===== config.mk =====
export PLATFORM = sky130hd
export DESIGN_NAME = countdown_timer_hms_controller_unit_flat
export DESIGN_NICKNAME = d
export VERILOG_FILES = /design/src/rtl/cth_pkg.sv /design/src/rtl/cth_if.sv /design/src/rtl/cth_step.sv /design/src/rtl/countdown_timer_hms_controller_unit.sv /design/src/flat_wrapper.sv
export SDC_FILE = /design/constraint.sdc
export NUM_CORES = 1
export LEC_CHECK = 0
export ABC_AREA = 1
export ABC_CLOCK_PERIOD_IN_PS = 9000
export BUFFER_PORTS_ARGS = -buffer_cell sky130_fd_sc_hd__buf_4
export CORE_ASPECT_RATIO = 2
export CORE_MARGIN = 4
export CORE_UTILIZATION = 55
export CTS_BUF_LIST = sky130_fd_sc_hd__clkbuf_8 sky130_fd_sc_hd__clkbuf_16
export CTS_CLUSTER_DIAMETER = 30
export DETAILED_ROUTE_END_ITERATION = 6
export HOLD_SLACK_MARGIN = 0.03
export PLACE_DENSITY = 0.8
export SETUP_SLACK_MARGIN = 0.5
export SYNTH_ARGS = -nofsm -noshare
export SYNTH_HDL_FRONTEND = slang
export SYNTH_SLANG_ARGS = --single-unit

===== constraint.sdc =====
create_clock -name clk -period 9 [get_ports clk]
set_input_delay 0 -clock clk [delete_from_list [all_inputs] [get_ports clk]]
set_output_delay 0 -clock clk [all_outputs]
set_load 0.01 [all_outputs]

===== src/rtl/cth_pkg.sv =====
`timescale 1ns / 1ps

package cth_pkg;

    // Field widths
    localparam int BTN_W     = 2;
    localparam int ELAPSED_W = 16;
    localparam int CMD_W     = 3;
    localparam int CODE_W    = 3;
    localparam int HOUR_W    = 5;
    localparam int UNIT_W    = 6;
    localparam int MS_W      = 10;
    localparam int SEC_Q_W   = 7;
    localparam int SOUND_W   = 2;
    localparam int DUR_W     = 27;

    // Time constants
    localparam logic [DUR_W-1:0]  MS_MAX   = 27'd86400000;
    localparam logic [HOUR_W-1:0] HOUR_MAX = 5'd24;
    localparam logic [UNIT_W-1:0] UNIT_MAX = 6'd59;
    localparam logic [DUR_W-1:0]  START_DURATION_RST = 27'd60000;

    // elapsed / 1000 = ((elapsed >> 3) * SEC_RECIP) >> SEC_SHIFT, exact over 16 bits
    localparam logic [13:0] SEC_RECIP = 14'd8389;
    localparam int          SEC_SHIFT = 20;
    localparam logic [16:0] MS_PER_SEC = 17'd1000;

    // Button events
    localparam logic [BTN_W-1:0] BTN_PRESS = 2'd1;
    localparam logic [BTN_W-1:0] BTN_HOLD  = 2'd2;

    // Adjust commands
    localparam logic [CMD_W-1:0] ADJ_HOUR_UP   = 3'd1;
    localparam logic [CMD_W-1:0] ADJ_HOUR_DOWN = 3'd2;
    localparam logic [CMD_W-1:0] ADJ_MIN_UP    = 3'd3;
    localparam logic [CMD_W-1:0] ADJ_MIN_DOWN  = 3'd4;
    localparam logic [CMD_W-1:0] ADJ_SEC_UP    = 3'd5;
    localparam logic [CMD_W-1:0] ADJ_SEC_DOWN  = 3'd6;

    // Reported mode codes
    localparam logic [CODE_W-1:0] CODE_PAUSED   = 3'd0;
    localparam logic [CODE_W-1:0] CODE_RUNNING  = 3'd1;
    localparam logic [CODE_W-1:0] CODE_SET_SEC  = 3'd2;
    localparam logic [CODE_W-1:0] CODE_SET_MIN  = 3'd3;
    localparam logic [CODE_W-1:0] CODE_SET_HOUR = 3'd4;

    // Buzzer codes
    localparam logic [SOUND_W-1:0] SOUND_NONE  = 2'd0;
    localparam logic [SOUND_W-1:0] SOUND_BEEP  = 2'd1;
    localparam logic [SOUND_W-1:0] SOUND_ALARM = 2'd2;

    typedef enum logic [4:0] {
        MODE_PAUSED   = 5'b00001,
        MODE_RUNNING  = 5'b00010,
        MODE_SET_SEC  = 5'b00100,
        MODE_SET_MIN  = 5'b01000,
        MODE_SET_HOUR = 5'b10000
    } mode_t;

    // Remaining time held in mixed radix
    typedef struct packed {
        logic [HOUR_W-1:0] hours;
        logic [UNIT_W-1:0] minutes;
        logic [UNIT_W-1:0] seconds;
        logic [MS_W-1:0]   millis;
    } hms_t;

    localparam hms_t START_TIME_RST = '{hours: 5'd0, minutes: 6'd1, seconds: 6'd0,
                                        millis: 10'd0};

    // One item after the elapsed time is split into seconds and milliseconds
    typedef struct packed {
        logic [BTN_W-1:0]   button;
        logic [CMD_W-1:0]   cmd;
        logic [SEC_Q_W-1:0] el_sec;
        logic [MS_W-1:0]    el_ms;
    } item_t;

    typedef struct packed {
        logic [CODE_W-1:0]  timer_mode;
        logic [HOUR_W-1:0]  hours;
        logic [UNIT_W-1:0]  minutes;
        logic [UNIT_W-1:0]  seconds;
        logic               times_up;
        logic [SOUND_W-1:0] sound;
    } result_t;

    function automatic logic [CODE_W-1:0] mode_code(input mode_t m);
        logic [CODE_W-1:0] c;
        case (m)
            MODE_RUNNING:  c = CODE_RUNNING;
            MODE_SET_SEC:  c = CODE_SET_SEC;
            MODE_SET_MIN:  c = CODE_SET_MIN;
            MODE_SET_HOUR: c = CODE_SET_HOUR;
            default:       c = CODE_PAUSED;
        endcase
        return c;
    endfunction

endpackage


===== src/rtl/cth_if.sv =====
`timescale 1ns / 1ps

interface cth_item_if;
    logic                             valid;
    logic                             ready;
    logic [cth_pkg::BTN_W-1:0]        button_event;
    logic [cth_pkg::ELAPSED_W-1:0]    elapsed_ms;
    logic [cth_pkg::CMD_W-1:0]        mode;

    modport source (output valid, button_event, elapsed_ms, mode, input ready);
    modport sink   (input valid, button_event, elapsed_ms, mode, output ready);
endinterface

interface cth_result_if;
    logic                             valid;
    logic                             ready;
    logic [cth_pkg::CODE_W-1:0]       timer_mode;
    logic [cth_pkg::HOUR_W-1:0]       hours_left;
    logic [cth_pkg::UNIT_W-1:0]       minutes_left;
    logic [cth_pkg::UNIT_W-1:0]       seconds_left;
    logic                             times_up;
    logic [cth_pkg::SOUND_W-1:0]      sound;

    modport source (output valid, timer_mode, hours_left, minutes_left, seconds_left,
                    times_up, sound, input ready);
    modport sink   (input valid, timer_mode, hours_left, minutes_left, seconds_left,
                    times_up, sound, output ready);
endinterface

interface cth_cfg_if;
    logic                             valid;
    logic                             ready;
    logic [cth_pkg::DUR_W-1:0]        start_duration_ms;

    modport source (output valid, start_duration_ms, input ready);
    modport sink   (input valid, start_duration_ms, output ready);
endinterface


===== src/rtl/cth_step.sv =====
`timescale 1ns / 1ps

// Next-state and result logic for one tick.
module cth_step (
    input  cth_pkg::mode_t   cur_mode,
    input  cth_pkg::hms_t    remain,
    input  cth_pkg::hms_t    set_dur,
    input  cth_pkg::item_t   item,
    output cth_pkg::mode_t   mode_next,
    output cth_pkg::hms_t    remain_next,
    output cth_pkg::hms_t    set_next,
    output cth_pkg::result_t result
);

    logic                 press;
    logic                 held;
    logic                 adj_hit;
    cth_pkg::hms_t        adj_time;
    cth_pkg::hms_t        remain_a;
    cth_pkg::hms_t        remain_b;
    cth_pkg::hms_t        sub_time;
    cth_pkg::mode_t       mode_b;
    logic [cth_pkg::SOUND_W-1:0] sound_b;
    logic                 zero;

    logic signed [11:0]   d_ms;
    logic signed [8:0]    d_s;
    logic signed [7:0]    d_m;
    logic signed [5:0]    d_h;
    logic                 b0;
    logic [1:0]           b1;
    logic                 b2;

    assign press = (item.button == cth_pkg::BTN_PRESS);
    assign held  = (item.button == cth_pkg::BTN_HOLD);

    // Adjust: drop the milliseconds, wrap one unit, clamp to 24:00:00
    always_comb
    begin
        adj_hit  = (cur_mode != cth_pkg::MODE_RUNNING);
        adj_time = remain;
        adj_time.millis = '0;
        case (item.cmd)
            cth_pkg::ADJ_HOUR_UP:
                adj_time.hours = (remain.hours < cth_pkg::HOUR_MAX) ? remain.hours + 5'd1 : '0;
            cth_pkg::ADJ_HOUR_DOWN:
                adj_time.hours = (remain.hours != '0) ? remain.hours - 5'd1 : cth_pkg::HOUR_MAX;
            cth_pkg::ADJ_MIN_UP:
                adj_time.minutes = (remain.minutes < cth_pkg::UNIT_MAX) ?
                                   remain.minutes + 6'd1 : '0;
            cth_pkg::ADJ_MIN_DOWN:
                adj_time.minutes = (remain.minutes != '0) ?
                                   remain.minutes - 6'd1 : cth_pkg::UNIT_MAX;
            cth_pkg::ADJ_SEC_UP:
                adj_time.seconds = (remain.seconds < cth_pkg::UNIT_MAX) ?
                                   remain.seconds + 6'd1 : '0;
            cth_pkg::ADJ_SEC_DOWN:
                adj_time.seconds = (remain.seconds != '0) ?
                                   remain.seconds - 6'd1 : cth_pkg::UNIT_MAX;
            default:
                adj_hit = 1'b0;
        endcase
        if (adj_time.hours == cth_pkg::HOUR_MAX)
        begin
            adj_time.minutes = '0;
            adj_time.seconds = '0;
        end
    end

    assign remain_a = adj_hit ? adj_time : remain;
    assign set_next = adj_hit ? adj_time : set_dur;

    // Mixed-radix subtract of the elapsed time, saturating at zero
    always_comb
    begin
        d_ms = $signed({2'b00, remain_a.millis}) - $signed({2'b00, item.el_ms});
        b0   = d_ms[11];
        sub_time.millis = b0 ? 10'(d_ms + 12'sd1000) : 10'(d_ms);

        d_s = $signed({3'b000, remain_a.seconds}) - $signed({2'b00, item.el_sec})
              - $signed({8'b0, b0});
        if (d_s < -9'sd60)
        begin
            b1 = 2'd2;
            sub_time.seconds = 6'(d_s + 9'sd120);
        end
        else if (d_s < 9'sd0)
        begin
            b1 = 2'd1;
            sub_time.seconds = 6'(d_s + 9'sd60);
        end
        else
        begin
            b1 = 2'd0;
            sub_time.seconds = 6'(d_s);
        end

        d_m = $signed({2'b00, remain_a.minutes}) - $signed({6'b0, b1});
        b2  = d_m[7];
        sub_time.minutes = b2 ? 6'(d_m + 8'sd60) : 6'(d_m);

        d_h = $signed({1'b0, remain_a.hours}) - $signed({5'b0, b2});
        sub_time.hours = 5'(d_h);
        if (d_h[5])
            sub_time = '0;
    end

    // Button handling
    always_comb
    begin
        mode_b   = cur_mode;
        remain_b = remain_a;
        sound_b  = cth_pkg::SOUND_NONE;
        case (cur_mode)
            cth_pkg::MODE_PAUSED:
            begin
                if (press)
                    mode_b = cth_pkg::MODE_RUNNING;
                else if (held)
                begin
                    mode_b  = cth_pkg::MODE_SET_SEC;
                    sound_b = cth_pkg::SOUND_BEEP;
                end
            end
            cth_pkg::MODE_RUNNING:
            begin
                if (press || held)
                begin
                    mode_b  = cth_pkg::MODE_PAUSED;
                    sound_b = cth_pkg::SOUND_BEEP;
                end
                else
                    remain_b = sub_time;
            end
            default:
            begin
                if (press)
                begin
                    sound_b = cth_pkg::SOUND_BEEP;
                    if (cur_mode == cth_pkg::MODE_SET_SEC)
                        mode_b = cth_pkg::MODE_SET_MIN;
                    else if (cur_mode == cth_pkg::MODE_SET_MIN)
                        mode_b = cth_pkg::MODE_SET_HOUR;
                    else
                        mode_b = cth_pkg::MODE_SET_SEC;
                end
                else if (held)
                begin
                    mode_b  = cth_pkg::MODE_PAUSED;
                    sound_b = cth_pkg::SOUND_BEEP;
                end
            end
        endcase
    end

    // Zero check: alarm, pause and reload
    assign zero        = (remain_b == '0);
    assign mode_next   = zero ? cth_pkg::MODE_PAUSED : mode_b;
    assign remain_next = zero ? set_next : remain_b;

    always_comb
    begin
        result.timer_mode = cth_pkg::mode_code(mode_next);
        result.hours      = remain_next.hours;
        result.minutes    = remain_next.minutes;
        result.seconds    = remain_next.seconds;
        result.times_up   = zero;
        result.sound      = zero ? cth_pkg::SOUND_ALARM : sound_b;
    end

endmodule


===== src/rtl/countdown_timer_hms_controller_unit.sv =====
`timescale 1ns / 1ps

// Countdown timer with hours, minutes and seconds, kept to the millisecond.
// item_in carries one tick: a mode-button event, the milliseconds elapsed
// since the previous tick and an optional adjust command. result_out returns
// exactly one item per tick: the mode, the remaining time as hours, minutes
// and seconds, a times-up flag and a buzzer request.
// cfg takes the start duration; it is always ready and saturates the value
// at 24:00:00. Reset brings it back to one minute together with the timer, so
// a written value is held in its register only.
// A tick accepted into the input register moves on to the result register
// once that register is free or being drained. Throughput: one tick per
// cycle while result_out.ready stays high, set by the input register (where the
// elapsed time is split into seconds and milliseconds) and the result
// register, with the whole timer update combinational between them.
// Stall: the result register holds while result_out.ready is low; the input
// register still takes one more tick if empty, then item_in.ready drops until the result is taken.
// Reset (rst_n low, asynchronous): timer paused at 0:01:00, set duration the
// same, both registers empty.
module countdown_timer_hms_controller_unit (
    input  logic          clk,
    input  logic          rst_n,
    cth_item_if.sink      item_in,
    cth_result_if.source  result_out,
    cth_cfg_if.sink       cfg
);

    cth_pkg::item_t   in_item_reg;
    logic             in_valid_reg;
    cth_pkg::result_t out_reg;
    logic             out_valid_reg;

    cth_pkg::mode_t   mode_reg;
    cth_pkg::mode_t   mode_next;
    cth_pkg::hms_t    remain_reg;
    cth_pkg::hms_t    remain_next;
    cth_pkg::hms_t    set_reg;
    cth_pkg::hms_t    set_next;
    cth_pkg::result_t result_next;

    logic [cth_pkg::DUR_W-1:0] start_duration_reg;

    logic             advance;
    logic             accept;
    cth_pkg::item_t   split_item;
    logic [26:0]      recip_prod;
    logic [16:0]      sec_x1000;

    // Advance the tick when the result register is free or being drained
    assign advance       = in_valid_reg && (!out_valid_reg || result_out.ready);
    assign item_in.ready = !in_valid_reg || advance;
    assign accept        = item_in.valid && item_in.ready;

    // Split elapsed milliseconds into whole seconds and the rest
    always_comb
    begin
        recip_prod = 27'(item_in.elapsed_ms[15:3]) * 27'(cth_pkg::SEC_RECIP);
        split_item.button = item_in.button_event;
        split_item.cmd    = item_in.mode;
        split_item.el_sec = recip_prod[cth_pkg::SEC_SHIFT +: cth_pkg::SEC_Q_W];
        sec_x1000         = 17'(split_item.el_sec) * cth_pkg::MS_PER_SEC;
        split_item.el_ms  = 10'(17'(item_in.elapsed_ms) - sec_x1000);
    end

    always_ff @(posedge clk or negedge rst_n)
    begin
        if (!rst_n)
            in_valid_reg <= 1'b0;
        else if (accept)
            in_valid_reg <= 1'b1;
        else if (advance)
            in_valid_reg <= 1'b0;
    end

    // Input payload: no reset needed
    always_ff @(posedge clk)
    begin
        if (accept)
            in_item_reg <= split_item;
    end

    cth_step u_step (
        .cur_mode    (mode_reg),
        .remain      (remain_reg),
        .set_dur     (set_reg),
        .item        (in_item_reg),
        .mode_next   (mode_next),
        .remain_next (remain_next),
        .set_next    (set_next),
        .result      (result_next)
    );

    // Timer state moves once per tick
    always_ff @(posedge clk or negedge rst_n)
    begin
        if (!rst_n)
        begin
            mode_reg   <= cth_pkg::MODE_PAUSED;
            remain_reg <= cth_pkg::START_TIME_RST;
            set_reg    <= cth_pkg::START_TIME_RST;
        end
        else if (advance)
        begin
            mode_reg   <= mode_next;
            remain_reg <= remain_next;
            set_reg    <= set_next;
        end
    end

    always_ff @(posedge clk or negedge rst_n)
    begin
        if (!rst_n)
            out_valid_reg <= 1'b0;
        else if (advance)
            out_valid_reg <= 1'b1;
        else if (result_out.ready)
            out_valid_reg <= 1'b0;
    end

    always_ff @(posedge clk)
    begin
        if (advance)
            out_reg <= result_next;
    end

    assign result_out.valid        = out_valid_reg;
    assign result_out.timer_mode   = out_reg.timer_mode;
    assign result_out.hours_left   = out_reg.hours;
    assign result_out.minutes_left = out_reg.minutes;
    assign result_out.seconds_left = out_reg.seconds;
    assign result_out.times_up     = out_reg.times_up;
    assign result_out.sound        = out_reg.sound;

    // Start duration register: saturate at 24:00:00
    assign cfg.ready = 1'b1;

    always_ff @(posedge clk or negedge rst_n)
    begin
        if (!rst_n)
            start_duration_reg <= cth_pkg::START_DURATION_RST;
        else if (cfg.valid)
            start_duration_reg <= (cfg.start_duration_ms > cth_pkg::MS_MAX) ?
                                  cth_pkg::MS_MAX : cfg.start_duration_ms;
    end

    // Checks
    a_alarm_pauses: assert property (@(posedge clk) disable iff (!rst_n)
        out_valid_reg && out_reg.times_up |->
            out_reg.sound == cth_pkg::SOUND_ALARM &&
            out_reg.timer_mode == cth_pkg::CODE_PAUSED)
        else $error("times-up result without alarm or pause");

    a_time_clamped: assert property (@(posedge clk) disable iff (!rst_n)
        remain_reg.hours == cth_pkg::HOUR_MAX |->
            remain_reg.minutes == '0 && remain_reg.seconds == '0 &&
            remain_reg.millis == '0)
        else $error("remaining time above 24:00:00");

    a_set_held_running: assert property (@(posedge clk) disable iff (!rst_n)
        mode_reg == cth_pkg::MODE_RUNNING |=> $stable(set_reg))
        else $error("set duration changed while running");

    a_result_follows: assert property (@(posedge clk) disable iff (!rst_n)
        advance |=> out_valid_reg && !$stable(remain_reg) || out_valid_reg)
        else $error("tick advanced without a result");

    a_start_saturated: assert property (@(posedge clk) disable iff (!rst_n)
        start_duration_reg <= cth_pkg::MS_MAX)
        else $error("start duration above 24:00:00");

endmodule


===== src/flat_wrapper.sv =====
// flat-port wrapper written by rule: the top's interface ports become plain ports
module countdown_timer_hms_controller_unit_flat 
  (clk, rst_n, item_in_valid, item_in_button_event, item_in_elapsed_ms, item_in_mode, item_in_ready, result_out_valid, result_out_timer_mode, result_out_hours_left, result_out_minutes_left, result_out_seconds_left, result_out_times_up, result_out_sound, result_out_ready, cfg_valid, cfg_start_duration_ms, cfg_ready);
  cth_item_if item_in_i ();
  cth_result_if result_out_i ();
  cth_cfg_if cfg_i ();
  input  logic clk;
  input  logic rst_n;
  input wire logic [$bits(item_in_i.valid)-1:0] item_in_valid;
  input wire logic [$bits(item_in_i.button_event)-1:0] item_in_button_event;
  input wire logic [$bits(item_in_i.elapsed_ms)-1:0] item_in_elapsed_ms;
  input wire logic [$bits(item_in_i.mode)-1:0] item_in_mode;
  output wire logic [$bits(item_in_i.ready)-1:0] item_in_ready;
  output wire logic [$bits(result_out_i.valid)-1:0] result_out_valid;
  output wire logic [$bits(result_out_i.timer_mode)-1:0] result_out_timer_mode;
  output wire logic [$bits(result_out_i.hours_left)-1:0] result_out_hours_left;
  output wire logic [$bits(result_out_i.minutes_left)-1:0] result_out_minutes_left;
  output wire logic [$bits(result_out_i.seconds_left)-1:0] result_out_seconds_left;
  output wire logic [$bits(result_out_i.times_up)-1:0] result_out_times_up;
  output wire logic [$bits(result_out_i.sound)-1:0] result_out_sound;
  input wire logic [$bits(result_out_i.ready)-1:0] result_out_ready;
  input wire logic [$bits(cfg_i.valid)-1:0] cfg_valid;
  input wire logic [$bits(cfg_i.start_duration_ms)-1:0] cfg_start_duration_ms;
  output wire logic [$bits(cfg_i.ready)-1:0] cfg_ready;
  assign item_in_i.valid = item_in_valid;
  assign item_in_i.button_event = item_in_button_event;
  assign item_in_i.elapsed_ms = item_in_elapsed_ms;
  assign item_in_i.mode = item_in_mode;
  assign item_in_ready = item_in_i.ready;
  assign result_out_valid = result_out_i.valid;
  assign result_out_timer_mode = result_out_i.timer_mode;
  assign result_out_hours_left = result_out_i.hours_left;
  assign result_out_minutes_left = result_out_i.minutes_left;
  assign result_out_seconds_left = result_out_i.seconds_left;
  assign result_out_times_up = result_out_i.times_up;
  assign result_out_sound = result_out_i.sound;
  assign result_out_i.ready = result_out_ready;
  assign cfg_i.valid = cfg_valid;
  assign cfg_i.start_duration_ms = cfg_start_duration_ms;
  assign cfg_ready = cfg_i.ready;
  countdown_timer_hms_controller_unit u_core (.clk(clk), .rst_n(rst_n), .item_in(item_in_i), .result_out(result_out_i), .cfg(cfg_i));
endmodule

==> results.md <==
- Vias in the first global route: 9224
- Clk Latency, worst-skew pair: 0.36 ns
- Slew Viols, Final: 0
- Worst-path clk slew: 0.07 ns
- Routed met2 length: between 10000 and 15000 um
- Iteration count of the initial detailed-routing pass: 5
- Net count, final: 1605
- Final Hold Viols: 0
- R2R depth: 47
- Max_cap viols: 0
- Share of the yosys chip area belonging to registers: about 29%
- Most frequent cells in the layout: nand2_1 (355), inv_1 (219), ha_1 (131), nor2_1 (90), nand3_1 (80)
- # H-tree levels: 3
- Slew HR: a little under 30%
- Worst Hold Path Cells: 2
- Via density: 5.547
- CP endpoint kind: flip-flop
- Most used cell along the critical path: nand2_1
- Fillers: 1566
- Initial Util: 55.93%
- Status: complete, no violations
- Netlist cell types: 49
- Gr usage total: ~26%
- Switch share: between 50% and 60%
- Pwr dens: 337.3 nW/um^2
- Psw: 0.001883 W
- Total negative slack: 0 ns
- Max layer used: met4
- Post-DP HPWL: roughly 19000 um
- Clock Power Share: 9.8%
- Cells after synthesis: 1341
- Final Cycle Share: between 80% and 90%
- Clock Skew: roughly 0.010 ns
- Antenna Violating Nets Remaining: 0
- Worst-margin pin slew: 1.064 ns
- Combinational share of power: about two thirds
- Met3 WL: 844 um
- CP startpoint: u_core.remain_reg[22]$_DFFE_PN0P_
- Share of cells above drive strength 1: 10.56%
- Max Freq: 126.2 MHz
- WL final: between 20000 and 25000 um
- Root Driver: clkbuf_16
- Met1 wire length: 8435 um
- DR iter-0 viols: around 490
- Die H: roughly 200 um
- Mapped cell area: 9947 sq um
- Synth Flop Type: dfrtp_1
- DR WL/cell: 15.23 um
- VDD IR-drop max: 0.1476 mV
- Routed vias: 8953
- Grt ovf: 0
- Routability cong.: approximately 0.92
- RSZ-0062 raised after global routing: false
- Synth Register Bits: 106
- Crit Path Class: flip-flop to flip-flop
- Worst setup SP type: flip-flop
- Largest net degree at the start of global routing: 62
- Syn Nets: 1550
- Total Power: 0.003703 W
- CTS tree: done
- Most common cell after layout, fill and taps aside: nand2_1
- IO Count: 79
- Post-route DRC violation count: 0
- Launch point of the worst reg-to-reg path: u_core.remain_reg[22]$_DFFE_PN0P_
- Internal: 0.001819 W
- Min Tclk post-route: approximately 8 ns
- Die ar.: 20430 sq um
- Worst-path fanout max: 17
- Core Region: about 18000 sq um
- Syn Area/Cell: 7.418 sq um
- Worst path slowest cell: dfrtp_1
- Antenna Cells: 0
- Number of synthesized flops with an enable pin: 45
- CP max stage delay: 0.45 ns
- Maximum clock path buffer count: 2
- Yosys Warn Count: 0
- Setup violations, final: 0
- DIE WIDTH: 103.1 um
- Cell leakage power: approximately 5.9 nW
- Total clock sinks: 106
- Fraction of registers with async set/reset: 57.55%
- Antenna violations before repair: 0
- Register share of total power: 22.4%
- HP Class: input pin to flip-flop
- CTS buffer count: 9
- HP Start: item_in_elapsed_ms[15]
- Layout overhead on the synthesized area: 10.36%
- CP Data Arrival Time: a little over 8 ns
- First-pass GRT wire length: 41240 um
- Site Rows: ~70
- Worst Path Required: 9.29 ns
- I/O Buffers: 49
-- power by group through the flow --
stage          combinational [W]  sequential, W  clock [W]
6_report                 0.00251       0.000828   0.000363
5_1_grt                  0.00286       0.000845   0.000386
4_1_cts                  0.00246       0.000824   0.000368
3_5_place_dp             0.00243       0.000833          0
3_3_place_gp             0.00235       0.000828          0
2_1_floorplan            0.00188       0.000799          0
-- metrics by stage --
| stage | util, % | hold WS (ns) | std cells | setup slack, ns | cell area [sq um] |
|---|---|---|---|---|---|
| floorplan | - | -0.2956 | 1341 | 1.934 | 9947 |
| global placement | 58.82 | 0.1490 | 1578 | 0.8471 | 10460 |
| CTS | 61.00 | 0.05346 | 1607 | 0.5465 | 10850 |
| detailed placement | 58.82 | 0.1485 | 1578 | 0.5826 | 10460 |
| global route | 61.73 | 0.06849 | 1614 | 0.4891 | 10980 |
| finish | 61.73 | 0.05511 | 1614 | 1.075 | 10980 |
-- critical path, delay by kind of cell (launching register included) --
| kind | cells | cell delay, ns |
|---|---|---|
| AND/OR/NAND/NOR | 30 | 4.01 |
| adder cells (fa/ha/maj) | 7 | 1.76 |
| buffers and inverters | 5 | 0.59 |
| AO/OA/AOI/OAI | 4 | 0.79 |
| flip-flops | 1 | 0.45 |
| XOR/XNOR | 1 | 0.27 |
-- Yosys cell counts, types with 2 or more instances --
cell type    n  area [sq um]
nand2_1    356          1336
inv_1      221         829.6
ha_1       132          1652
nor2_1      92         345.3
nand3_1     83         415.4
o21ai_0     62         310.3
dfrtp_1     58          1451
a21oi_1     53         265.3
edfxtp_1    45          1351
nand2_2     25         156.4
fa_1        24         480.5
xor2_1      23         201.4
nand4_1     21         131.4
clkbuf_1    15         56.30
o22ai_1     15         93.84
o21ai_1     11         55.05
buf_2        9         45.04
nor3_1       8         40.04
inv_2        7         26.28
or2_2        7         43.79
xnor2_1      7         61.31
nand3_2      6         60.06
a31oi_1      5         31.28
nor2_2       5         31.28
a211oi_1     4         30.03
and2_1       4         25.02
buf_4        4         30.03
o211ai_1     4         30.03
o21bai_1     4         30.03
a21oi_2      3         26.28
a22oi_1      3         22.52
dfstp_2      3         78.83
nor2_4       3         33.78
o221ai_1     3         26.28
o31ai_1      2         15.01
-- cell families after synthesis --
kind of cell,after synthesis,synth area share (%)
AND/OR/NAND/NOR,615,26.72
buffers and inverters,259,10.28
AO/OA/AOI/OAI,174,9.925
adder cells (fa/ha/maj),156,21.43
flip-flops,106,28.97
XOR/XNOR,30,2.641
other,1,0.03770
-- final cells by class --
cell class                      instances  area, sq um  area share [%]
Multi-Input combinational cell        976         6108           55.64
Sequential cell                       106         2882           26.25
Inverter                              229        872.1           7.944
Timing Repair Buffer                   74        591.8           5.391
Tap cell                              213        266.5           2.428
Clock buffer                            9        225.2           2.052
Clock inverter                          7        32.53          0.2963
-- what timing repair did --
action	4_1_cts	5_1_grt
resized for setup	0	22
endpoints found under the hold margin	68	0
hold buffers	13	0
setup buffers	0	7
setup endpoints to repair	0	55
-- final timing paths --
kind                                                     end  slack, ns
hold / removal              u_core.in_item_reg[15]$_DFFE_PP_       0.06
hold reg to reg                u_core.set_reg[3]$_DFFE_PN0P_       0.47
min in group asynchronous     u_core.mode_reg[4]$_DFFE_PN0P_       0.26
setup reg to reg           u_core.remain_reg[19]$_DFFE_PN0P_       1.07
max in group asynchronous  u_core.remain_reg[21]$_DFFE_PN0P_       8.16
setup / recovery           u_core.remain_reg[19]$_DFFE_PN0P_       1.07
-- per-layer routing --
layer	track usage [%]	up-vias
met4	15.95	0
li1	-	4448
met2	48.70	249
met3	3.068	105
met5	0	-
met1	24.77	4151
Power figures use the tool's default switching activity.
